`src/rtl/gdc_pkg.sv`:
```
`timescale 1ns / 1ps
// ----------------------------------------------------------------------------
// gdc_pkg
// Shared types, codes and calendar helpers for the Gregorian date counter.
// ----------------------------------------------------------------------------
package gdc_pkg;

  localparam int unsigned DAY_W    = 5;
  localparam int unsigned MONTH_W  = 4;
  localparam int unsigned YEAR_W   = 14;
  localparam int unsigned LEN_W    = 5;
  localparam int unsigned WDAY_W   = 3;
  localparam int unsigned QUOT_W   = 8;   // year / 100 for any 14-bit year
  localparam int unsigned REM_W    = 7;   // year % 100
  localparam int unsigned SUM_W    = 10;  // Gauss weekday sum before mod 7
  localparam int unsigned PROD_W   = YEAR_W + 13;
  localparam int unsigned MPROD_W  = SUM_W + 14;

  // Reciprocal of 100: exact quotient for every 14-bit value
  localparam logic [PROD_W-1:0]  DIV100_RECIP = PROD_W'(5243);
  localparam int unsigned        DIV100_SHIFT = 19;
  // Reciprocal of 7: exact quotient for every 10-bit value
  localparam logic [MPROD_W-1:0] DIV7_RECIP   = MPROD_W'(2341);
  localparam int unsigned        DIV7_SHIFT   = 14;

  // Item modes
  localparam logic MODE_SET     = 1'b0;
  localparam logic MODE_ADVANCE = 1'b1;

  // Months
  localparam logic [MONTH_W-1:0] MONTH_JAN = 4'd1;
  localparam logic [MONTH_W-1:0] MONTH_FEB = 4'd2;
  localparam logic [MONTH_W-1:0] MONTH_MAR = 4'd3;
  localparam logic [MONTH_W-1:0] MONTH_APR = 4'd4;
  localparam logic [MONTH_W-1:0] MONTH_MAY = 4'd5;
  localparam logic [MONTH_W-1:0] MONTH_JUN = 4'd6;
  localparam logic [MONTH_W-1:0] MONTH_JUL = 4'd7;
  localparam logic [MONTH_W-1:0] MONTH_AUG = 4'd8;
  localparam logic [MONTH_W-1:0] MONTH_SEP = 4'd9;
  localparam logic [MONTH_W-1:0] MONTH_OCT = 4'd10;
  localparam logic [MONTH_W-1:0] MONTH_NOV = 4'd11;
  localparam logic [MONTH_W-1:0] MONTH_DEC = 4'd12;

  localparam logic [DAY_W-1:0]  DAY_FIRST  = 5'd1;
  localparam logic [YEAR_W-1:0] YEAR_FIRST = 14'd1;
  localparam logic [YEAR_W-1:0] YEAR_MAX   = 14'd9999;
  localparam logic [YEAR_W-1:0] YEAR_RESET = 14'd2000;

  localparam logic [LEN_W-1:0] LEN_28 = 5'd28;
  localparam logic [LEN_W-1:0] LEN_29 = 5'd29;
  localparam logic [LEN_W-1:0] LEN_30 = 5'd30;
  localparam logic [LEN_W-1:0] LEN_31 = 5'd31;
  localparam logic [LEN_W-1:0] LEN_NONE = 5'd0;

  localparam logic [WDAY_W-1:0] WDAY_SAT = 3'd6;

  typedef struct packed {
    logic [DAY_W-1:0]   day;
    logic [MONTH_W-1:0] month;
    logic [YEAR_W-1:0]  year;
  } date_t;

  // Stage payload handed from the date register stage to the weekday stages
  typedef struct packed {
    date_t              date;
    logic               set_error;
    logic [DAY_W-1:0]   query_day;
  } gdc_item_t;

  typedef struct packed {
    logic [QUOT_W-1:0] quot;
    logic [REM_W-1:0]  rem;
  } div100_t;

  // Split a year into century and year of century
  function automatic div100_t div100(input logic [YEAR_W-1:0] y);
    logic [PROD_W-1:0] prod;
    logic [YEAR_W-1:0] back;
    div100_t           res;
    prod     = PROD_W'(y) * DIV100_RECIP;
    res.quot = prod[DIV100_SHIFT +: QUOT_W];
    back     = YEAR_W'(res.quot) * YEAR_W'(100);
    res.rem  = REM_W'(y - back);
    return res;
  endfunction

  function automatic logic is_leap(input logic [YEAR_W-1:0] y);
    div100_t d;
    d = div100(y);
    return ((y[1:0] == 2'b00) && (d.rem != '0)) ||
           ((d.rem == '0) && (d.quot[1:0] == 2'b00));
  endfunction

  // Month length; zero for a month code that is not a month
  function automatic logic [LEN_W-1:0] days_in(input logic [MONTH_W-1:0] m,
                                               input logic               leap);
    logic [LEN_W-1:0] n;
    unique case (m)
      MONTH_JAN, MONTH_MAR, MONTH_MAY, MONTH_JUL,
      MONTH_AUG, MONTH_OCT, MONTH_DEC: n = LEN_31;
      MONTH_APR, MONTH_JUN, MONTH_SEP, MONTH_NOV: n = LEN_30;
      MONTH_FEB: n = leap ? LEN_29 : LEN_28;
      default:   n = LEN_NONE;
    endcase
    return n;
  endfunction

  // floor(2.6*m - 0.2) mod 7, with March as Gauss month 1
  function automatic logic [WDAY_W-1:0] month_offset(input logic [MONTH_W-1:0] m);
    logic [WDAY_W-1:0] o;
    unique case (m)
      MONTH_JAN: o = 3'd0;
      MONTH_FEB: o = 3'd3;
      MONTH_MAR: o = 3'd2;
      MONTH_APR: o = 3'd5;
      MONTH_MAY: o = 3'd0;
      MONTH_JUN: o = 3'd3;
      MONTH_JUL: o = 3'd5;
      MONTH_AUG: o = 3'd1;
      MONTH_SEP: o = 3'd4;
      MONTH_OCT: o = 3'd6;
      MONTH_NOV: o = 3'd2;
      MONTH_DEC: o = 3'd4;
      default:   o = 3'd0;
    endcase
    return o;
  endfunction

  function automatic logic [WDAY_W-1:0] mod7(input logic [SUM_W-1:0] a);
    logic [MPROD_W-1:0] prod;
    logic [SUM_W-1:0]   q;
    prod = MPROD_W'(a) * DIV7_RECIP;
    q    = prod[DIV7_SHIFT +: SUM_W];
    return WDAY_W'(a - SUM_W'(q * SUM_W'(7)));
  endfunction

endpackage

```
`src/rtl/gdc_in_if.sv`:
```
`timescale 1ns / 1ps
// ----------------------------------------------------------------------------
// gdc_in_if
// Input channel: one set or advance transaction with its query day.
// ----------------------------------------------------------------------------
interface gdc_in_if import gdc_pkg::*; ();
  logic               valid;
  logic               ready;
  logic               mode;
  logic [DAY_W-1:0]   new_day;
  logic [MONTH_W-1:0] new_month;
  logic [YEAR_W-1:0]  new_year;
  logic [DAY_W-1:0]   query_day;

  modport source (output valid, mode, new_day, new_month, new_year, query_day,
                  input ready);
  modport sink   (input valid, mode, new_day, new_month, new_year, query_day,
                  output ready);
endinterface

```
`src/rtl/gdc_out_if.sv`:
```
`timescale 1ns / 1ps
// ----------------------------------------------------------------------------
// gdc_out_if
// Result channel: stored date, month length, weekday and error flag.
// ----------------------------------------------------------------------------
interface gdc_out_if import gdc_pkg::*; ();
  logic               valid;
  logic               ready;
  logic [DAY_W-1:0]   cur_day;
  logic [MONTH_W-1:0] cur_month;
  logic [YEAR_W-1:0]  cur_year;
  logic [LEN_W-1:0]   month_length;
  logic [WDAY_W-1:0]  weekday;
  logic               set_error;

  modport source (output valid, cur_day, cur_month, cur_year, month_length,
                  weekday, set_error, input ready);
  modport sink   (input valid, cur_day, cur_month, cur_year, month_length,
                  weekday, set_error, output ready);
endinterface

```
`src/rtl/gdc_weekday_pipe.sv`:
```
`timescale 1ns / 1ps
// ----------------------------------------------------------------------------
// gdc_weekday_pipe
// Two-stage result path: month length and century split, then the Gauss
// weekday sum reduced mod 7 into the output register.
// ----------------------------------------------------------------------------
module gdc_weekday_pipe import gdc_pkg::*; (
  input  logic             clk,
  input  logic             rst_n,
  input  logic             item_valid,
  output logic             item_ready,
  input  gdc_item_t        item,
  gdc_out_if.source        out_ch
);

  logic              vc_r;
  logic              rdy_c;
  logic              rdy_d;
  gdc_item_t         itc_r;
  logic [LEN_W-1:0]  len_r;
  logic [REM_W-1:0]  yoc_r;
  logic [REM_W-1:0]  cent_r;
  logic [WDAY_W-1:0] moff_r;

  logic              leap_c;
  logic [YEAR_W-1:0] full_c;
  div100_t           split_c;
  logic [SUM_W-1:0]  sum_d;

  logic               out_valid_r;
  logic [DAY_W-1:0]   out_day_r;
  logic [MONTH_W-1:0] out_month_r;
  logic [YEAR_W-1:0]  out_year_r;
  logic [LEN_W-1:0]   out_len_r;
  logic [WDAY_W-1:0]  out_wday_r;
  logic               out_err_r;

  // Stage ready chain
  assign rdy_d      = !out_valid_r || out_ch.ready;
  assign rdy_c      = !vc_r || rdy_d;
  assign item_ready = rdy_c;

  // Month length and Gauss year split; Jan and Feb count in the year before
  assign leap_c  = is_leap(item.date.year);
  assign full_c  = (item.date.month <= MONTH_FEB) ? item.date.year - YEAR_FIRST
                                                  : item.date.year;
  assign split_c = div100(full_c);

  always_ff @(posedge clk) begin
    if (!rst_n) begin
      vc_r <= 1'b0;
    end else if (rdy_c) begin
      vc_r <= item_valid;
    end
  end

  always_ff @(posedge clk) begin
    if (rdy_c && item_valid) begin
      itc_r  <= item;
      len_r  <= days_in(item.date.month, leap_c);
      yoc_r  <= split_c.rem;
      cent_r <= REM_W'(split_c.quot);
      moff_r <= month_offset(item.date.month);
    end
  end

  // Weekday sum; -2c is taken as +5c mod 7
  assign sum_d = SUM_W'(itc_r.query_day) + SUM_W'(moff_r) + SUM_W'(yoc_r)
               + SUM_W'(yoc_r >> 2) + SUM_W'(cent_r >> 2)
               + SUM_W'(cent_r) * SUM_W'(5);

  always_ff @(posedge clk) begin
    if (!rst_n) begin
      out_valid_r <= 1'b0;
    end else if (rdy_d) begin
      out_valid_r <= vc_r;
    end
  end

  // Hold the result until the receiver takes it
  always_ff @(posedge clk) begin
    if (rdy_d && vc_r) begin
      out_day_r   <= itc_r.date.day;
      out_month_r <= itc_r.date.month;
      out_year_r  <= itc_r.date.year;
      out_len_r   <= len_r;
      out_wday_r  <= mod7(sum_d);
      out_err_r   <= itc_r.set_error;
    end
  end

  assign out_ch.valid        = out_valid_r;
  assign out_ch.cur_day      = out_day_r;
  assign out_ch.cur_month    = out_month_r;
  assign out_ch.cur_year     = out_year_r;
  assign out_ch.month_length = out_len_r;
  assign out_ch.weekday      = out_wday_r;
  assign out_ch.set_error    = out_err_r;

`ifndef SYNTHESIS
  a_len_range: assert property (@(posedge clk) disable iff (!rst_n)
    out_valid_r |-> (out_len_r >= LEN_28) && (out_len_r <= LEN_31))
    else $error("month length out of range");

  a_wday_range: assert property (@(posedge clk) disable iff (!rst_n)
    out_valid_r |-> (out_wday_r <= WDAY_SAT))
    else $error("weekday out of range");

  a_stage_hold: assert property (@(posedge clk) disable iff (!rst_n)
    (vc_r && !rdy_d) |=> vc_r && $stable(itc_r))
    else $error("middle stage lost a stalled transaction");
`endif

endmodule

```
`src/rtl/gregorian_date_counter_core.sv`:
```
`timescale 1ns / 1ps
// ----------------------------------------------------------------------------
// gregorian_date_counter_core
// Gregorian date register with checked load, one-day advance and Gauss
// weekday lookup for a day of the current month.
// ----------------------------------------------------------------------------
// Usage:
//   in_ch carries one transaction: mode 0 loads new_day/new_month/new_year
//   after a month, year, day and leap-year check (a refused load keeps the
//   date and flags set_error); mode 1 advances the date one day, wrapping
//   31 Dec 9999 to 1 Jan 0001. query_day picks the day whose weekday is
//   reported. out_ch returns one result per transaction, in order.
//   Pipeline: input register, date register, split stage, output register.
//   Throughput: one transaction per cycle while out_ch.ready is high; each
//   taken transaction updates the date register, so back-to-back advances
//   see each other.
//   Reset: the date becomes 1 Jan 2000 and all stages are emptied.
//   Stall: when out_ch.ready is low the four stages fill and then
//   in_ch.ready drops; nothing is lost or repeated.
// ----------------------------------------------------------------------------
module gregorian_date_counter_core import gdc_pkg::*; (
  input  logic      clk,
  input  logic      rst_n,
  gdc_in_if.sink    in_ch,
  gdc_out_if.source out_ch
);

  // Input register
  logic               va_r;
  logic               mode_r;
  logic [DAY_W-1:0]   new_day_r;
  logic [MONTH_W-1:0] new_month_r;
  logic [YEAR_W-1:0]  new_year_r;
  logic [DAY_W-1:0]   query_day_r;

  // Date register stage
  logic               vb_r;
  date_t              stored_r;
  date_t              stored_nxt;
  gdc_item_t          item_r;
  logic               set_err_nxt;
  logic               rdy_a;
  logic               rdy_b;
  logic               take_b;
  logic               item_ready;

  logic               cur_leap;
  logic [LEN_W-1:0]   cur_len;
  logic               new_leap;
  logic               set_ok;

  assign rdy_b       = !vb_r || item_ready;
  assign rdy_a       = !va_r || rdy_b;
  assign take_b      = va_r && rdy_b;
  assign in_ch.ready = rdy_a;

  // Capture the input transaction
  always_ff @(posedge clk) begin
    if (!rst_n) begin
      va_r <= 1'b0;
    end else if (rdy_a) begin
      va_r <= in_ch.valid;
    end
  end

  always_ff @(posedge clk) begin
    if (rdy_a && in_ch.valid) begin
      mode_r      <= in_ch.mode;
      new_day_r   <= in_ch.new_day;
      new_month_r <= in_ch.new_month;
      new_year_r  <= in_ch.new_year;
      query_day_r <= in_ch.query_day;
    end
  end

  // Check a load and step the date
  assign cur_leap = is_leap(stored_r.year);
  assign cur_len  = days_in(stored_r.month, cur_leap);
  assign new_leap = is_leap(new_year_r);
  assign set_ok   = (new_month_r >= MONTH_JAN) && (new_month_r <= MONTH_DEC) &&
                    (new_year_r >= YEAR_FIRST) && (new_year_r <= YEAR_MAX) &&
                    (new_day_r >= DAY_FIRST) &&
                    (LEN_W'(new_day_r) <= days_in(new_month_r, new_leap));

  always_comb begin
    stored_nxt  = stored_r;
    set_err_nxt = 1'b0;
    if (mode_r == MODE_ADVANCE) begin
      if (LEN_W'(stored_r.day) >= cur_len) begin
        stored_nxt.day = DAY_FIRST;
        if (stored_r.month == MONTH_DEC) begin
          stored_nxt.month = MONTH_JAN;
          stored_nxt.year  = (stored_r.year >= YEAR_MAX) ? YEAR_FIRST
                                                         : stored_r.year + YEAR_FIRST;
        end else begin
          stored_nxt.month = stored_r.month + MONTH_JAN;
        end
      end else begin
        stored_nxt.day = stored_r.day + DAY_FIRST;
      end
    end else if (set_ok) begin
      stored_nxt.day   = new_day_r;
      stored_nxt.month = new_month_r;
      stored_nxt.year  = new_year_r;
    end else begin
      set_err_nxt = 1'b1;
    end
  end

  always_ff @(posedge clk) begin
    if (!rst_n) begin
      vb_r           <= 1'b0;
      stored_r.day   <= DAY_FIRST;
      stored_r.month <= MONTH_JAN;
      stored_r.year  <= YEAR_RESET;
    end else begin
      if (rdy_b) begin
        vb_r <= va_r;
      end
      if (take_b) begin
        stored_r <= stored_nxt;
      end
    end
  end

  always_ff @(posedge clk) begin
    if (take_b) begin
      item_r.date      <= stored_nxt;
      item_r.set_error <= set_err_nxt;
      item_r.query_day <= query_day_r;
    end
  end

  gdc_weekday_pipe u_weekday (
    .clk        (clk),
    .rst_n      (rst_n),
    .item_valid (vb_r),
    .item_ready (item_ready),
    .item       (item_r),
    .out_ch     (out_ch)
  );

`ifndef SYNTHESIS
  a_date_legal: assert property (@(posedge clk) disable iff (!rst_n)
    (stored_r.month >= MONTH_JAN) && (stored_r.month <= MONTH_DEC) &&
    (stored_r.day >= DAY_FIRST) && (stored_r.year >= YEAR_FIRST) &&
    (stored_r.year <= YEAR_MAX))
    else $error("stored date out of range");

  a_hold_idle: assert property (@(posedge clk) disable iff (!rst_n)
    !take_b |=> $stable(stored_r))
    else $error("date changed without a transaction");

  a_refused_keeps: assert property (@(posedge clk) disable iff (!rst_n)
    (take_b && set_err_nxt) |=> $stable(stored_r))
    else $error("refused load changed the date");

  a_advance_step: assert property (@(posedge clk) disable iff (!rst_n)
    (take_b && (mode_r == MODE_ADVANCE)) |=>
      (stored_r.day == $past(stored_r.day) + DAY_FIRST) || (stored_r.day == DAY_FIRST))
    else $error("advance did not step one day");
`endif

endmodule
```
`src/flat_wrapper.sv`:
```
// flat-port wrapper written by rule: the top's interface ports become plain ports
module gregorian_date_counter_core_flat import gdc_pkg::*;
  (clk, rst_n, in_ch_valid, in_ch_mode, in_ch_new_day, in_ch_new_month, in_ch_new_year, in_ch_query_day, in_ch_ready, out_ch_valid, out_ch_cur_day, out_ch_cur_month, out_ch_cur_year, out_ch_month_length, out_ch_weekday, out_ch_set_error, out_ch_ready);
  gdc_in_if in_ch_i ();
  gdc_out_if out_ch_i ();
  input  logic clk;
  input  logic rst_n;
  input wire logic [$bits(in_ch_i.valid)-1:0] in_ch_valid;
  input wire logic [$bits(in_ch_i.mode)-1:0] in_ch_mode;
  input wire logic [$bits(in_ch_i.new_day)-1:0] in_ch_new_day;
  input wire logic [$bits(in_ch_i.new_month)-1:0] in_ch_new_month;
  input wire logic [$bits(in_ch_i.new_year)-1:0] in_ch_new_year;
  input wire logic [$bits(in_ch_i.query_day)-1:0] in_ch_query_day;
  output wire logic [$bits(in_ch_i.ready)-1:0] in_ch_ready;
  output wire logic [$bits(out_ch_i.valid)-1:0] out_ch_valid;
  output wire logic [$bits(out_ch_i.cur_day)-1:0] out_ch_cur_day;
  output wire logic [$bits(out_ch_i.cur_month)-1:0] out_ch_cur_month;
  output wire logic [$bits(out_ch_i.cur_year)-1:0] out_ch_cur_year;
  output wire logic [$bits(out_ch_i.month_length)-1:0] out_ch_month_length;
  output wire logic [$bits(out_ch_i.weekday)-1:0] out_ch_weekday;
  output wire logic [$bits(out_ch_i.set_error)-1:0] out_ch_set_error;
  input wire logic [$bits(out_ch_i.ready)-1:0] out_ch_ready;
  assign in_ch_i.valid = in_ch_valid;
  assign in_ch_i.mode = in_ch_mode;
  assign in_ch_i.new_day = in_ch_new_day;
  assign in_ch_i.new_month = in_ch_new_month;
  assign in_ch_i.new_year = in_ch_new_year;
  assign in_ch_i.query_day = in_ch_query_day;
  assign in_ch_ready = in_ch_i.ready;
  assign out_ch_valid = out_ch_i.valid;
  assign out_ch_cur_day = out_ch_i.cur_day;
  assign out_ch_cur_month = out_ch_i.cur_month;
  assign out_ch_cur_year = out_ch_i.cur_year;
  assign out_ch_month_length = out_ch_i.month_length;
  assign out_ch_weekday = out_ch_i.weekday;
  assign out_ch_set_error = out_ch_i.set_error;
  assign out_ch_i.ready = out_ch_ready;
  gregorian_date_counter_core u_core (.clk(clk), .rst_n(rst_n), .in_ch(in_ch_i), .out_ch(out_ch_i));
endmodule
```
`config.mk`:
```
export PLATFORM = sky130hd
export DESIGN_NAME = gregorian_date_counter_core_flat
export DESIGN_NICKNAME = d
export VERILOG_FILES = /design/src/rtl/gdc_pkg.sv /design/src/rtl/gdc_in_if.sv /design/src/rtl/gdc_out_if.sv /design/src/rtl/gdc_weekday_pipe.sv /design/src/rtl/gregorian_date_counter_core.sv /design/src/flat_wrapper.sv
export SDC_FILE = /design/constraint.sdc
export NUM_CORES = 1
export LEC_CHECK = 0
export BUFFER_PORTS_ARGS = -buffer_cell sky130_fd_sc_hd__buf_2
export CAP_MARGIN = 10
export CORE_MARGIN = 5
export CORE_UTILIZATION = 65
export DETAILED_ROUTE_END_ITERATION = 8
export GPL_TIMING_DRIVEN = 0
export PLACE_DENSITY = 0.82
export SLEW_MARGIN = 20
export SYNTH_ARGS = -nofsm -noshare
export SYNTH_HDL_FRONTEND = slang
export SYNTH_HIERARCHICAL = 1
export SYNTH_SLANG_ARGS = --single-unit
```
`constraint.sdc`:
```
create_clock -name clk -period 17.52 [get_ports clk]
set_input_delay 0.876 -clock clk [delete_from_list [all_inputs] [get_ports clk]]
set_output_delay 0.876 -clock clk [all_outputs]
set_load 0.02 [all_outputs]
```
==> flow_summary.ini <==
[grt]
first_pass_grt_wire_length_mm = 84.5
grt_overflow_total = 0
grt_max_degree = 50
track_usage_pct = 27.0
vias_in_the_first_global_route = 17200
antenna_found_initial = 0

[clock_tree]
cts.root.buffer_cell = clkbuf_16
clk_pin_slew_ns = 0.07
post-cts-setup-buffer-count = 0
cts_hold_buffers = 0
clk_path_buf_depth = 2
tritoncts = built
clock_insertion_delay_worst_skew_ns = 0.44
cts_buffers = 17
cts_h_tree_lvls = 4
tritoncts_num_sinks = 164
cts_resized = 0

[routing]
routed-via-count = 15700
drt-wirelength-per-cell_um = 18.5
totalWireLength_mm = 50.7
drt.antenna.violating_nets = 0
drt_pre_antenna_iters = 5
detail_route.vias_per_cell = 5.73
remaining_routing_drc_violations = 0
drtIter0Drc = 800

[critical_path]
timing.critical_path.from = u_core/stored_r[4]$_SDFFE_PN1P_
r2r_slack_ns = 7.51
crit_arrival_ns = 10.28
cpMaxStageDelayCell = a2111oi_1
worst_r2r_end = u_core/item_r[12]$_DFFE_PP_
cp.required_ns = 17.80
path_class = reg -> reg
reg2reg_depth = 37
crit_path_max_incr_delay_ns = 0.96
crit_path_start_kind = flop
worstReg2RegStart = u_core/stored_r[4]$_SDFFE_PN1P_
critPathMaxFanout = 12
cp-end-kind = flop

[sta]
number_of_slew_limit_violations_in_the_final_report = 0
min_period_ns = 10.01
setup_repair_after_global_routing_missed_its_margin = false
timing.hold.ws_ns = 0.419
timing.max_slew.rel_slack_pct = 27.6
maxClockFrequency_ghz = 0.0999
timing_hold_violations_final = 0
finalClockSkew_ns = 0.0152
finalSetupViolations = 0
final.period_utilization_pct = 57.1
timing_worst_slew_pin_value_ns = 1.08
setup_total_negative_slack_ns = 0

[synth]
synthesis.nets = 3001
proportion_of_netlist_area_held_by_the_largest_area_contributor_pct = 27.8
synth-edff-count = 137
ys_types = 88
synth_common_cells = inv_1, ha_1, fa_1, edfxtp_1, xnor2_1
synthesis.instances = 2171
yosysSeqAreaShare_pct = 20.2
synthDominantAreaCellType = ha_1
synthArstFlopShare_pct = 0
ys_ff_latch = 164
post_synth_main_area_contributors = ha_1, fa_1, edfxtp_1, inv_1, xnor2_1
synth_flop_cell = edfxtp_1
yosys_warnings = 6
synthesis.area_per_instance_um2 = 10.6
yosys.cell_count.top_type = inv_1
netlist_area_before_placement_mm2 = 0.0231

[floorplanning]
design.die.area_mm2 = 0.0394
floorplan.die.height_um = 198
floorplan.initialDensity_pct = 65.4
floorplan.core_area_mm2 = 0.0353
core.rowCount = 69
die_x_um = 198
design.portCount = 67

[placed_design]
gp_congestion = 0.993
hpwl_mm = 42.5
placement.io_buffers = 66

[hold_path]
holdPathStages = 0
hold_path_end = u_core/u_weekday/out_ch.cur_month[2]$_DFFE_PP_
min-delay-start = u_core/u_weekday/itc_r[22]$_DFFE_PP_
holdCritPathClass = reg -> reg

[layout]
insertedDiodeCount = 0
syn2layout_area_growth_pct = 6.95
layout-drive-gt1-share_pct = 6.29
design.final.nets = 3089

[outcome]
status = finished, final reports clean

[flow_run]
max_cap_viol_count = 0
-- per-stage QoR --
step	cells	cell area [µm²]	util, %	setup slack (ns)
floorplan	2171	23100	-	9.19
global placement	2698	24000	67.9	7.60
detailed placement	2701	24100	68.2	7.65
CTS	2733	24700	69.9	7.60
global route	2733	24700	69.9	7.05
finish	2733	24700	69.9	7.51
-- worst max-delay path, delay by kind of cell (launching register included) --
| kind | cells | cell delay [ns] |
|---|---|---|
| AOI/OAI and AO/OA | 13 | 3.06 |
| xor gates and xnor gates | 1 | 0.09 |
| adders and majority gates | 9 | 3.51 |
| buffers and inverters | 6 | 0.75 |
| DFF | 1 | 0.73 |
| and+or+nand+nor | 8 | 1.67 |
-- routing by layer --
| layer | routed length (µm) | track usage (%) | vias up |
|---|---|---|---|
| met4 | 1610 | 8.11 | 0 |
| met1 | 20300 | 33.5 | 7815 |
| li1 | - | - | 7284 |
| met2 | 26400 | 49.4 | 446 |
| met3 | 2340 | 3.79 | 119 |
| met5 | 0 | 0 | - |
-- cell usage in the layout, fill, tap and decap left out, types with 7 or more instances in the layout --
master	n
nor2b_1	11
clkbuf_1	13
a21oi_1	63
edfxtp_1	137
nand2b_1	8
o211ai_1	11
o21ai_1	9
nor3_1	18
nand4_1	11
buf_2	69
nor2_1	47
a31oi_1	10
and3_1	8
o21ai_0	54
dfxtp_1	27
inv_1	580
o21ba_2	8
xor2_1	13
a21o_1	26
nand2_1	58
clkbuf_16	18
ha_1	512
or3_1	7
o21a_1	12
nor4_1	7
nand3_1	33
xnor2_1	72
a211oi_1	9
a221o_1	7
fa_1	285
-- area by class of cell --
class                           count  area [µm²]
Sequential cell                   164        4650
Multi-Input combinational cell   1406       16200
Tap cell                          461         577
Clock inverter                     11         115
Clock buffer                       21         472
Inverter                          582        2180
Fill cell                        2412       10600
Timing Repair Buffer               69         413
Buffer                             19        93.8
-- registers in the layout, indices dropped and copies added (netlist names) --
name                                  flops
u_core/item_r                            29
u_core/mode_r                             1
u_core/new_day_r                          5
u_core/new_month_r                        4
u_core/new_year_r                        14
u_core/query_day_r                        5
u_core/stored_r                          23
u_core/u_weekday/cent_r                   7
u_core/u_weekday/itc_r                   29
u_core/u_weekday/len_r                    3
u_core/u_weekday/moff_r                   3
u_core/u_weekday/out_ch.cur_day           5
u_core/u_weekday/out_ch.cur_month         4
u_core/u_weekday/out_ch.cur_year         14
u_core/u_weekday/out_ch.month_length      3
u_core/u_weekday/out_ch.set_error         1
u_core/u_weekday/out_ch.valid             1
u_core/u_weekday/out_ch.weekday           3
u_core/u_weekday/vc_r                     1
u_core/u_weekday/yoc_r                    7
u_core/va_r                               1
u_core/vb_r                               1
-- how the worst max path moves through the flow --
stage | end | slack, ns
final | u_core/item_r[12]$_DFFE_PP_ | 7.51
after global routing | u_core/item_r[12]$_DFFE_PP_ | 7.05
after CTS | u_core/item_r[12]$_DFFE_PP_ | 7.60
after detailed placement | u_core/item_r[12]$_DFFE_PP_ | 7.65
after global placement | u_core/item_r[12]$_DFFE_PP_ | 7.60
after floorplan | u_core/stored_r[14]$_SDFFE_PN1P_ | 9.19
-- cells by family (layout without fill, tap and decap cells) --
| kind of cell | after synthesis | in the layout | synth area share [%] |
|---|---|---|---|
| mux | 4 | 4 | 0.173 |
| xor+xnor | 90 | 90 | 3.59 |
| fa+ha+maj | 797 | 797 | 52.5 |
| compound gates | 280 | 280 | 8.57 |
| buf+inv | 601 | 702 | 9.86 |
| simple gates | 235 | 235 | 5.17 |
| flops | 164 | 164 | 20.2 |
Power is left out: the tool's default activity adds up to more than one toggle a clock period on the data nets, which glitch-free logic cannot reach.
